File: src/hw/rtl/rational_arithmetic_reduce_defines.svh
// Assertion macros shared by the RTL
`ifndef RATIONAL_ARITHMETIC_REDUCE_DEFINES_SVH
`define RATIONAL_ARITHMETIC_REDUCE_DEFINES_SVH
// Implication checked every cycle outside reset
`define RAR_ASSERT_IMP(label, clk, rst, lhs, rhs) \
  label: assert property (@(posedge clk) disable iff (rst) (lhs) |-> (rhs)) \
    else $error("assertion failed");
// Next-cycle implication checked outside reset
`define RAR_ASSERT_NXT(label, clk, rst, lhs, rhs) \
  label: assert property (@(posedge clk) disable iff (rst) (lhs) |=> (rhs)) \
    else $error("assertion failed");
`endif

File: src/hw/rtl/rar_pkg.sv
// ----------------------------------------------------------------------------
// rar_pkg
// Types and codes shared by the rational arithmetic reduce block.
// ----------------------------------------------------------------------------
package rar_pkg;
  localparam int NUM_BITS = 33;
  localparam int DEN_BITS = 31;

  typedef enum logic [1:0] {
    OP_ADD = 2'd0,
    OP_SUB = 2'd1,
    OP_MUL = 2'd2,
    OP_DIV = 2'd3
  } op_t;

  typedef enum logic [3:0] {
    ST_IDLE,
    ST_MUL1,
    ST_MUL2,
    ST_COMB,
    ST_GCD_INIT,
    ST_GCD,
    ST_DIV_INIT,
    ST_DIV,
    ST_OUT
  } state_t;

  // controller -> datapath
  typedef struct packed {
    logic load;
    logic mul1;
    logic mul2;
    logic comb;
    logic gcd_init;
    logic gcd_step;
    logic div_init;
    logic div_step;
    logic finish;
  } cmd_t;

  // datapath -> controller
  typedef struct packed {
    logic special;
    logic gcd_done;
    logic div_done;
  } sts_t;
endpackage

File: src/hw/rtl/rational_arithmetic_reduce.sv
// A zero or undefined result skips the GCD and the dividers and goes straight to output;
// any other result passes the multiply, combine, binary GCD and divide states in order.
// The binary GCD loop (one step a cycle) feeds the bit-serial dividers; one item in flight.
// A new item is taken while the previous result waits in the output register.
// Reset (rst, synchronous) clears the sequencer and the output valid.
// ----------------------------------------------------------------------------
// rational_arithmetic_reduce
// Fraction add/sub/mul/div with reduction to lowest terms.
// ----------------------------------------------------------------------------
`include "rational_arithmetic_reduce_defines.svh"
module rational_arithmetic_reduce #(
  parameter int OPERAND_BITS = 16
) (
  input  logic                               clk,
  input  logic                               rst,
  input  logic                               in_valid,
  output logic                               in_ready,
  input  logic [1:0]                         operation,
  input  logic signed [OPERAND_BITS-1:0]     a_num,
  input  logic signed [OPERAND_BITS-1:0]     a_den,
  input  logic signed [OPERAND_BITS-1:0]     b_num,
  input  logic signed [OPERAND_BITS-1:0]     b_den,
  output logic                               out_valid,
  input  logic                               out_ready,
  output logic signed [rar_pkg::NUM_BITS-1:0] res_num,
  output logic [rar_pkg::DEN_BITS-1:0]       res_den,
  output logic                               zero_den_error
);
  import rar_pkg::*;

  cmd_t cmd;
  sts_t sts;
  logic idle;
  logic in_fire;
  logic out_busy;

  assign in_ready = idle;
  assign in_fire = in_valid && in_ready;
  // a finished beat can be loaded only once the prior beat is taken or is leaving
  assign out_busy = out_valid && !out_ready;

  rar_ctrl u_ctrl (
    .clk(clk), .rst(rst), .in_fire(in_fire), .out_busy(out_busy),
    .sts(sts), .cmd(cmd), .idle(idle)
  );

  rar_dp #(.OPERAND_BITS(OPERAND_BITS)) u_dp (
    .clk(clk), .rst(rst), .cmd(cmd), .operation(operation),
    .a_num(a_num), .a_den(a_den), .b_num(b_num), .b_den(b_den),
    .sts(sts), .res_num(res_num), .res_den(res_den),
    .zero_den_error(zero_den_error)
  );

  always_ff @(posedge clk) begin
    if (rst) out_valid <= 1'b0;
    else if (cmd.finish) out_valid <= 1'b1;
    else if (out_ready) out_valid <= 1'b0;
  end

  `RAR_ASSERT_NXT(a_finish_valid, clk, rst, cmd.finish, out_valid)
  `RAR_ASSERT_IMP(a_no_overwrite, clk, rst, cmd.finish, !(out_valid && !out_ready))
  `RAR_ASSERT_IMP(a_load_idle, clk, rst, cmd.load, idle)
endmodule

File: src/hw/rtl/rar_ctrl.sv
// ----------------------------------------------------------------------------
// rar_ctrl
// Sequencer: multiply, combine, binary GCD, two serial divides, output.
// ----------------------------------------------------------------------------
module rar_ctrl (
  input  logic          clk,
  input  logic          rst,
  input  logic          in_fire,
  input  logic          out_busy,
  input  rar_pkg::sts_t sts,
  output rar_pkg::cmd_t cmd,
  output logic          idle
);
  import rar_pkg::*;

  state_t state, state_next;

  always_ff @(posedge clk) begin
    if (rst) state <= ST_IDLE;
    else state <= state_next;
  end

  always_comb begin
    state_next = state;
    cmd = '0;
    idle = 1'b0;
    unique case (state)
      ST_IDLE: begin
        idle = 1'b1;
        if (in_fire) begin
          cmd.load = 1'b1;
          state_next = ST_MUL1;
        end
      end
      ST_MUL1: begin
        cmd.mul1 = 1'b1;
        state_next = ST_MUL2;
      end
      ST_MUL2: begin
        cmd.mul2 = 1'b1;
        state_next = ST_COMB;
      end
      ST_COMB: begin
        cmd.comb = 1'b1;
        state_next = ST_GCD_INIT;
      end
      ST_GCD_INIT: begin
        if (sts.special) state_next = ST_OUT;
        else begin
          cmd.gcd_init = 1'b1;
          state_next = ST_GCD;
        end
      end
      ST_GCD: begin
        if (sts.gcd_done) state_next = ST_DIV_INIT;
        else cmd.gcd_step = 1'b1;
      end
      ST_DIV_INIT: begin
        cmd.div_init = 1'b1;
        state_next = ST_DIV;
      end
      ST_DIV: begin
        if (sts.div_done) state_next = ST_OUT;
        else cmd.div_step = 1'b1;
      end
      ST_OUT: begin
        if (!out_busy) begin
          cmd.finish = 1'b1;
          state_next = ST_IDLE;
        end
      end
      default: state_next = ST_IDLE;
    endcase
  end
endmodule

File: src/hw/rtl/rar_dp.sv
// ----------------------------------------------------------------------------
// rar_dp
// Datapath: sign/magnitude products, binary GCD, restoring dividers.
// ----------------------------------------------------------------------------
`include "rational_arithmetic_reduce_defines.svh"
module rar_dp #(
  parameter int OPERAND_BITS = 16
) (
  input  logic                             clk,
  input  logic                             rst,
  input  rar_pkg::cmd_t                    cmd,
  input  logic [1:0]                       operation,
  input  logic signed [OPERAND_BITS-1:0]   a_num,
  input  logic signed [OPERAND_BITS-1:0]   a_den,
  input  logic signed [OPERAND_BITS-1:0]   b_num,
  input  logic signed [OPERAND_BITS-1:0]   b_den,
  output rar_pkg::sts_t                    sts,
  output logic signed [rar_pkg::NUM_BITS-1:0] res_num,
  output logic [rar_pkg::DEN_BITS-1:0]     res_den,
  output logic                             zero_den_error
);
  import rar_pkg::*;

  localparam int OB = OPERAND_BITS;
  localparam int PB = 2 * OB;       // product magnitude
  localparam int MB = PB + 1;       // sum magnitude
  localparam int CW = $clog2(MB + 1);

  logic [1:0]    op;
  logic [OB-1:0] m_an, m_ad, m_bn, m_bd;
  logic          s_an, s_ad, s_bn, s_bd;
  logic [PB-1:0] p0, p1, pd;
  logic          p0n, p1n, pdn;
  logic [MB-1:0] nmag, dmag;
  logic          neg;
  logic [MB-1:0] gx, gy;
  logic [CW-1:0] shf;
  logic [MB-1:0] g;
  logic [MB-1:0] qn, qd, rn, rd;
  logic [CW-1:0] cnt;

  function automatic logic [OB-1:0] mag_of(input logic [OB-1:0] v);
    mag_of = v[OB-1] ? (~v + 1'b1) : v;
  endfunction

  // serial operands: first mul pass forms product 0, second product 1 and the denominator
  always_ff @(posedge clk) begin
    if (cmd.load) begin
      op <= operation;
      m_an <= mag_of(a_num); s_an <= a_num[OB-1];
      m_ad <= mag_of(a_den); s_ad <= a_den[OB-1];
      m_bn <= mag_of(b_num); s_bn <= b_num[OB-1];
      m_bd <= mag_of(b_den); s_bd <= b_den[OB-1];
    end
    if (cmd.mul1) begin
      unique case (op_t'(op))
        OP_ADD, OP_SUB: begin
          p0 <= m_an * m_bd; p0n <= s_an ^ s_bd;
        end
        OP_MUL: begin
          p0 <= m_an * m_bn; p0n <= s_an ^ s_bn;
        end
        default: begin
          p0 <= m_an * m_bd; p0n <= s_an ^ s_bd;
        end
      endcase
    end
    if (cmd.mul2) begin
      p1 <= m_ad * m_bn;
      p1n <= s_ad ^ s_bn ^ (op == OP_SUB);
      if (op == OP_DIV) begin
        pd <= m_ad * m_bn; pdn <= s_ad ^ s_bn;
      end else begin
        pd <= m_ad * m_bd; pdn <= s_ad ^ s_bd;
      end
    end
    if (cmd.comb) begin
      dmag <= {1'b0, pd};
      if (op == OP_ADD || op == OP_SUB) begin
        if (p0n == p1n) begin
          nmag <= {1'b0, p0} + {1'b0, p1}; neg <= p0n ^ pdn;
        end else if (p0 >= p1) begin
          nmag <= {1'b0, p0 - p1}; neg <= p0n ^ pdn;
        end else begin
          nmag <= {1'b0, p1 - p0}; neg <= p1n ^ pdn;
        end
      end else begin
        nmag <= {1'b0, p0}; neg <= p0n ^ pdn;
      end
    end
  end

  assign sts.special = (dmag == '0) || (nmag == '0);
  assign sts.gcd_done = (gy == '0);
  assign sts.div_done = (cnt == '0);

  // binary GCD; shf counts common factors of two, gy reaches zero at the end
  always_ff @(posedge clk) begin
    if (cmd.gcd_init) begin
      gx <= nmag; gy <= dmag; shf <= '0;
    end else if (cmd.gcd_step) begin
      if (!gx[0] && !gy[0]) begin
        gx <= gx >> 1; gy <= gy >> 1; shf <= shf + 1'b1;
      end else if (!gx[0]) gx <= gx >> 1;
      else if (!gy[0]) gy <= gy >> 1;
      else if (gx >= gy) begin
        // both odd: keep the smaller in gx, halved difference in gy
        gx <= gy; gy <= (gx - gy) >> 1;
      end else begin
        gy <= (gy - gx) >> 1;
      end
    end
  end

  // two restoring dividers sharing a bit counter
  logic [MB:0] tn, td;
  assign tn = {rn, qn[MB-1]} - {1'b0, g};
  assign td = {rd, qd[MB-1]} - {1'b0, g};

  always_ff @(posedge clk) begin
    if (cmd.div_init) begin
      g <= gx << shf;
      qn <= nmag; qd <= dmag; rn <= '0; rd <= '0;
      cnt <= CW'(MB);
    end else if (cmd.div_step) begin
      cnt <= cnt - 1'b1;
      if (!tn[MB]) begin
        rn <= tn[MB-1:0]; qn <= {qn[MB-2:0], 1'b1};
      end else begin
        rn <= {rn[MB-2:0], qn[MB-1]}; qn <= {qn[MB-2:0], 1'b0};
      end
      if (!td[MB]) begin
        rd <= td[MB-1:0]; qd <= {qd[MB-2:0], 1'b1};
      end else begin
        rd <= {rd[MB-2:0], qd[MB-1]}; qd <= {qd[MB-2:0], 1'b0};
      end
    end
  end

  // result register
  logic [MB:0] qn_x, nres;
  assign qn_x = {1'b0, qn};
  assign nres = neg ? (~qn_x + 1'b1) : qn_x;

  always_ff @(posedge clk) begin
    if (cmd.finish) begin
      if (dmag == '0) begin
        res_num <= '0; res_den <= DEN_BITS'(1); zero_den_error <= 1'b1;
      end else if (nmag == '0) begin
        res_num <= '0; res_den <= DEN_BITS'(1); zero_den_error <= 1'b0;
      end else begin
        res_num <= NUM_BITS'(nres);
        res_den <= DEN_BITS'(qd);
        zero_den_error <= 1'b0;
      end
    end
  end

  `RAR_ASSERT_IMP(a_div_nonzero, clk, rst, cmd.div_init, gx != '0)
  `RAR_ASSERT_NXT(a_cnt_load, clk, rst, cmd.div_init, cnt == CW'(MB))
  `RAR_ASSERT_IMP(a_one_cmd, clk, rst, 1'b1,
                  $onehot0({cmd.gcd_init, cmd.gcd_step, cmd.div_init, cmd.div_step}))
endmodule

File: config.mk
export PLATFORM = sky130hd
export DESIGN_NAME = rational_arithmetic_reduce
export DESIGN_NICKNAME = d
export VERILOG_FILES = /design/src/hw/rtl/rar_pkg.sv /design/src/hw/rtl/rational_arithmetic_reduce.sv /design/src/hw/rtl/rar_ctrl.sv /design/src/hw/rtl/rar_dp.sv
export VERILOG_INCLUDE_DIRS = /design/src /design/src/hw/rtl
export SDC_FILE = /design/constraint.sdc
export NUM_CORES = 2
export LEC_CHECK = 0
export BUFFER_PORTS_ARGS = -buffer_cell sky130_fd_sc_hd__buf_2
export CORE_ASPECT_RATIO = 1.1
export CORE_MARGIN = 2
export CORE_UTILIZATION = 45
export DETAILED_ROUTE_END_ITERATION = 7
export PLACE_DENSITY_LB_ADDON = 0.05
export SLEW_MARGIN = 20
export SYNTH_ARGS = -nofsm -noshare
export SYNTH_HDL_FRONTEND = slang
export SYNTH_SLANG_ARGS = --single-unit
File: constraint.sdc
create_clock -name clk -period 13.4 [get_ports clk]
set_clock_uncertainty 0.2 [all_clocks]
set_input_delay 2.68 -clock clk [delete_from_list [all_inputs] [get_ports clk]]
set_output_delay 2.68 -clock clk [all_outputs]
set_load 0.03 [all_outputs]
* Word level (Yosys, flattened, before mapping) *
Index checks and enable logic that the tools add are counted.

word-level totals
  bits in registers = 548
  bits in latches = 0
  memory bits (writable) = 0
  ROM bits = 0
  input bits = 70
  output and inout bits = 67
  logic and storage cells = 173
  memories kept = 0

operators by class
  add/sub/neg operators = 14
  multipliers = 4
  divide/modulo/power cells = 0
  $lt $le $gt $ge = 2
  equality and inequality tests = 18
  shifts and indexed selects = 1
  multiplexer cells = 59
  bitwise logic cells = 12
  reduce and logical (&&, ||, !) cells = 23

operator list
  cell                     number
  $mux W33                 17
  $mux W32                 7
  $mul A16 B16 Y32         4
  $logic_not A33 Y1        3
  $sub A34 B33 Y34         2
  $sub A33 B33 Y33         2
  $add A16 B1 Y16 const B  4
  $not A16 Y16             4
  $sub A32 B32 Y32         2
  $mux W15                 4
  $pmux W4 S9              1
  $add A32 B32 Y33         1
  $add A33 B1 Y33 const B  1
  $ge A33 B33 Y1           1
  $not A33 Y33             1
  $shl A33 B6 Y33          1
  $ge A32 B32 Y1           1
  $mux W1                  25
  $mux W4                  5
  $eq A4 B3 Y1 const B     4
  $eq A4 B2 Y1 const B     2
  $ne A2 B2 Y1 const B     4
  $ne A4 B4 Y1 const B     2
  $xor A1 B1 Y1            7
  other kinds (19)         28

* Longest topological paths before layout *
  depth in word-level cells = 7
  gate-level depth with buffers = 25
  mapped depth without buffers = 23

* Cells and area by module *
From an unflattened synthesis, not the netlist that was laid out.

unflattened totals
  cells, all modules = 7,905
  area total of the unflattened synthesis = 71,384.7 um2

modules (own cells, without submodules)
  module                      times used  cells each  area each (um2)  sequential area each (um2)
  rar_dp                      1           7,852       70,996.8         15,494.9
  rar_ctrl                    1           49          337.8            80.1
  rational_arithmetic_reduce  1           4           50.0             20.0

* Worst setup path after synthesis *
Ideal clock, no wire load.

  kind = reg-to-reg
  start point = register u_dp.m_an[7]
  end point = register u_dp.p0[28] (data pin)
  library setup time = 268 ps
  data arrival time = 6,240 ps
  required time = 12,932 ps
  setup slack = 6,692 ps
  stages on the path, launching flop included = 25
  buffers on the path = 1
  clock period less this slack = 6,708 ps
  path through = edfxtp_1 clkbuf_1 nand2_1 fa_1 inv_1 fa_1 inv_1 fa_1 inv_1 fa_1 fa_1 inv_1 fa_1 inv_1 ha_1 a21o_1 a21o_1 a211o_1 a221o_1 o31ai_1 o311a_1 nand2b_1 a21oi_1 xor2_1 mux2i_1

on the way
  longest elaborated chain between the ends = 2
  elaborated cells between the ends (all ways) = 3
  those cells by class = 2 x mul; 1 x mux

ends and longest elaborated chain
  item                                 line                                      source
  from (decl)                          rar_dp.sv:30                              logic [OB-1:0] m_an, m_ad, m_bn, m_bd;
  from (signal assigned)               rar_dp.sv:50                              m_an <= mag_of(a_num); s_an <= a_num[OB-1];
  $mul A16 B16 Y32 (on tied branches)  rar_dp.sv:58, rar_dp.sv:64, rar_dp.sv:61
  $mux W32 (*)                         n/a
  to (signal assigned)                 rar_dp.sv:58                              p0 <= m_an * m_bd; p0n <= s_an ^ s_bd;
  to (signal assigned)                 rar_dp.sv:61                              p0 <= m_an * m_bn; p0n <= s_an ^ s_bn;
  to (signal assigned)                 rar_dp.sv:64                              p0 <= m_an * m_bd; p0n <= s_an ^ s_bd;
  to (decl)                            rar_dp.sv:32                              logic [PB-1:0] p0, p1, pd;

Every way passes the cells marked *; elsewhere a longest branch is shown, timed or not.
A chain may end at the register's enable or synchronous reset.

* Worst setup path in the final report *
  start point = register u_dp.m_bd[7]
  end point = register u_dp.p0[30] (data pin)

on the way
  longest elaborated chain between the ends = 2

ends and longest elaborated chain
  item                    line                        source
  from (decl)             rar_dp.sv:30
  from (signal assigned)  rar_dp.sv:53                m_bd <= mag_of(b_den); s_bd <= b_den[OB-1];
  $mul A16 B16 Y32        rar_dp.sv:58, rar_dp.sv:64
  $mux W32                n/a

Every way passes these cells.

==> flow_results.org <==
** Clock tree
- Clock network latency to the later pin of the worst-skew pair :: 0.71 ns
- Post-CTS resize count :: 0
- Number of buffers on the longest clock path :: 3
- Clock transition at path regs :: around 0.06 ns
- In this run the clock root is driven by a clkbuf_16.
- CTS saw roughly 550 sinks.
- Hold bufs inserted after CTS :: 0
- H-tree level count :: 3
- TritonCTS clock tree :: done
- Post CTS Setup Buffer Count :: 0
- In this run, CTS created clock tree buffers numbering just over 70.

** Global routing
- Gr usage total :: 28.00%
- The initial antenna violation count was 3.
- First-pass GRT wire length :: between 300 and 400 mm
- Largest net degree at the start of global routing :: 95
- Aggregate global routing overflow :: 0
- Number of global-route vias before repair :: 57170

** Timing
- The final-report max-slew violation count is 0.
- In this run the tightest slew margin relative to its limit is between 20% and 30%.
- For the finished layout, the period the worst path requires is around 7.7 ns.
- Adding up every negative setup slack in the final design gives 0 ns.
- The total count of hold-check failures in the final report was 0.
- Period utilisation layout :: around 57%
- Maximum frequency from static timing analysis :: ~130 MHz
- Count of endpoints failing setup in the final report :: 0
- Setup repair after global routing missed its margin :: false
- For the pin with the worst max-slew slack, the measured transition is between 1 and 1.5 ns.
- Across all setup checks in the final design, the least slack found is roughly 5.7 ns.

** Yosys
- Yosys mapped the design onto between 80 and 90 distinct sky130hd cell types.
- Yosys instantiated no cell more often than nand2_1.
- Synthesis handed over a netlist of 7977 instances.
- Yosys Warn Count :: 0
- Asr flop ratio synth :: 0%
- Number of register bits inferred by synthesis :: 547
- Largest area contributor in the netlist :: fa_1
- Post-synthesis instance area :: just over 70000 um2
- Number of enable flip-flop cells after synthesis :: approximately 460
- Sorting the synthesized cells by area gives the leading types as fa_1 (22%), edfxtp_1 (20%), ha_1 (12%), nand2_1 (6.5%), inv_1 (6.2%).
- Sequential element share of the synthesized area :: between 20 and 25%
- Most common library cells after synthesis :: nand2_1 (1221), inv_1 (1162), fa_1 (783)
- In the synthesized netlist the dominant register cell turns out to be edfxtp_1.
- The number of nets handed over by synthesis was 9480.
- The average instance in the mapped netlist occupies around 9 um2.
- Top cell type's share of synthesized area :: about 22%

** Die
- Number of primary I/O pins :: around 140
- Row generation in the floorplan step produced 152 rows.
- Once the floorplan was initialized, standard cells occupied a little under half of the core.
- The core region is ~160000 um2.
- Chip height :: between 400 and 500 um
- The die covers ~160000 um2.
- The die is between 300 and 400 um wide.

** Finish
- The filler cells instantiated in the layout total around 15000.
- The final layout contains 9389 nets.
- From synthesis to final layout, the design area changed by 7.123%.
- Across the whole layout, storage elements account for 15600 um2.
- Multi-input gate area in the final layout :: between 40000 and 50000 um2
- Of the cells placed in the final design, the portion with a size suffix greater than 1 is roughly 5.8%.

** Critical path
- Max FO, Critical Path :: 17
- Arrival time at the worst endpoint :: approximately 8 ns
- Kind of start point of the critical path :: flop
- By startpoint and endpoint, the worst setup path is classified as reg2reg.
- Slowest cell on the critical path :: edfxtp_1
- At the worst endpoint, the required time is 13.60 ns.
- Type of destination of the critical path :: flop
- The signal on the critical path passes through buf_4, nand2_1, fa_1, inv_1, fa_1, inv_1, fa_1, inv_1, fa_1, fa_1, inv_1, fa_1, inv_1, ha_1, a21o_1, a21o_1, a211o_1, a221o_1, o31ai_1, o311a_1, a21oi_1, a21oi_1, xor2_1, o21ai_0.
- In this design, the stage delay of the slowest critical-path cell is between 0.9 and 1 ns.
- By instance count, the cell type seen most on the critical path is fa_1.

** Route
- The first detailed-routing pass took 6 iterations.
- Once detail routing completed, the nets flagged for antenna violations numbered 0.
- Dividing the detail-routed wire length by the instance count gives 22.32 um.
- In the routed design, unresolved DRC markers number 0.
- Across all layers, the routed design uses 56010 vias.
- The routed design has roughly 220 mm of wire.
- Dividing the detail-routed via count by the number of cells gives between 5 and 6.
- For this block, the initial DRC count from the detailed router was 3623.

** Place
- Timing analysis after detailed placement gives a worst setup slack of approximately 5.7 ns.
- The congestion estimate from routability-driven global placement came to ~0.93.
- Input and output buffers added on the ports amount to roughly 140.
- Detailed-placement wirelength estimate :: between 150 and 200 mm

** Min path
- The worst hold path belongs to the class reg2reg.

** Flow run
- Across the run, the number of max-cap violations was 0.

** Outcome
- Status :: completed
per-layer routing:
| layer | GRT usage (%) | up-vias | part of all wire (%) |
|---|---|---|---|
| li1 | - | 26040 | - |
| met2 | 49.04 | 1508 | 50 |
| met1 | 34.40 | 28010 | 41 |
| met5 | 0 | - | 0.010 |
| met4 | 13.41 | 4 | 5.3 |
| met3 | 3.067 | 444 | 4.4 |
cells in the final DEF, fill, tap and decap left out, types with 21 or more instances in the layout:
| cell type | instances |
|---|---|
| nand2_1 | 1221 |
| inv_1 | 1161 |
| fa_1 | 783 |
| ha_1 | 650 |
| and2_1 | 510 |
| edfxtp_1 | 464 |
| a21oi_1 | 419 |
| nor2_1 | 337 |
| o21ai_0 | 326 |
| xnor2_1 | 186 |
| a21o_1 | 144 |
| buf_2 | 136 |
| nand3_1 | 108 |
| xor2_1 | 107 |
| buf_4 | 101 |
| mux2i_1 | 100 |
| nor3_1 | 95 |
| dfxtp_1 | 81 |
| clkbuf_16 | 75 |
| o21bai_1 | 67 |
| a211oi_1 | 58 |
| nand4_1 | 50 |
| nand2b_1 | 49 |
| o31ai_1 | 44 |
| or3_1 | 43 |
| and3_1 | 39 |
| nor4_1 | 39 |
| o21a_1 | 38 |
| o211ai_1 | 34 |
| nor2b_1 | 32 |
| a31oi_1 | 30 |
| o311ai_0 | 23 |
| a21boi_0 | 21 |
logic make-up (layout without fill, tap and decap cells):
kind of cell	count (synthesis)	count (layout)	synth area share (%)
xor+xnor	297	297	3.698
flops	547	547	22.11
fa+ha+maj	1433	1433	33.75
simple gates	2614	2614	17.44
other cells	0	2	0
mux	134	134	2.201
compound gates	1382	1382	12.39
buf+inv	1570	1538	8.407
flip-flops by register name (all words and copies together) (netlist names), 4 cells and up:
signal,cells
u_dp.pd,32
u_dp.m_an,16
u_dp.p0,32
u_dp.dmag,32
u_dp.rn,33
u_dp.m_bd,16
u_dp.p1,32
u_dp.res_den,31
u_dp.nmag,33
u_dp.gx,33
u_dp.rd,33
u_dp.shf,6
u_dp.qd,33
u_dp.g,33
u_dp.res_num,33
u_dp.m_bn,16
u_dp.m_ad,16
u_dp.qn,33
u_dp.gy,32
u_dp.cnt,6
u_ctrl.state,4
layout make-up:
type | count | share of cell area, %
inverter | 1165 | 5.790
clock buffer | 91 | 2.576
sequential | 547 | 20.64
antenna | 2 | 0.006623
clock inverter | 42 | 0.5199
tap | 2079 | 3.442
timing repair buffer | 240 | 1.980
multi-input combinational | 5860 | 65.04
final timing paths:
kind / from / endpoint / slack [ns] / cells past startpoint
setup / recovery: u_dp.m_bd[7] / u_dp.p0[30] / 5.71 / 24
hold / removal: u_dp.pd[18] / u_dp.dmag[18] / 0.22 / 0
setup reg to reg: u_dp.m_bd[7] / u_dp.p0[30] / 5.71 / 24
hold reg to reg: u_dp.pd[18] / u_dp.dmag[18] / 0.22 / 0
stage by stage:
stage | hold slack (ns) | std cells | cell area, um2 | utilization [%]
floorplan | 0.2003 | 7977 | 70540 | -
global placement | 0.2025 | 9888 | 73160 | 46.91
detailed placement | 0.2045 | 9888 | 73160 | 46.92
CTS | 0.2097 | 10020 | 75500 | 48.42
global route | 0.2267 | 10020 | 75560 | 48.45
finish | 0.2167 | 10030 | 75570 | 48.46
worst max-delay path, delay by kind of cell (launching register included):
family          cells  cell delay [ns]
compound gates      9             2.12
flops               1             0.91
buf+inv             6             0.62
xor+xnor            1             0.16
fa+ha+maj           7             3.28
simple gates        1             0.11
Power is left out: the tool's default activity adds up to more than one toggle a clock period on the data nets, which glitch-free logic cannot reach.
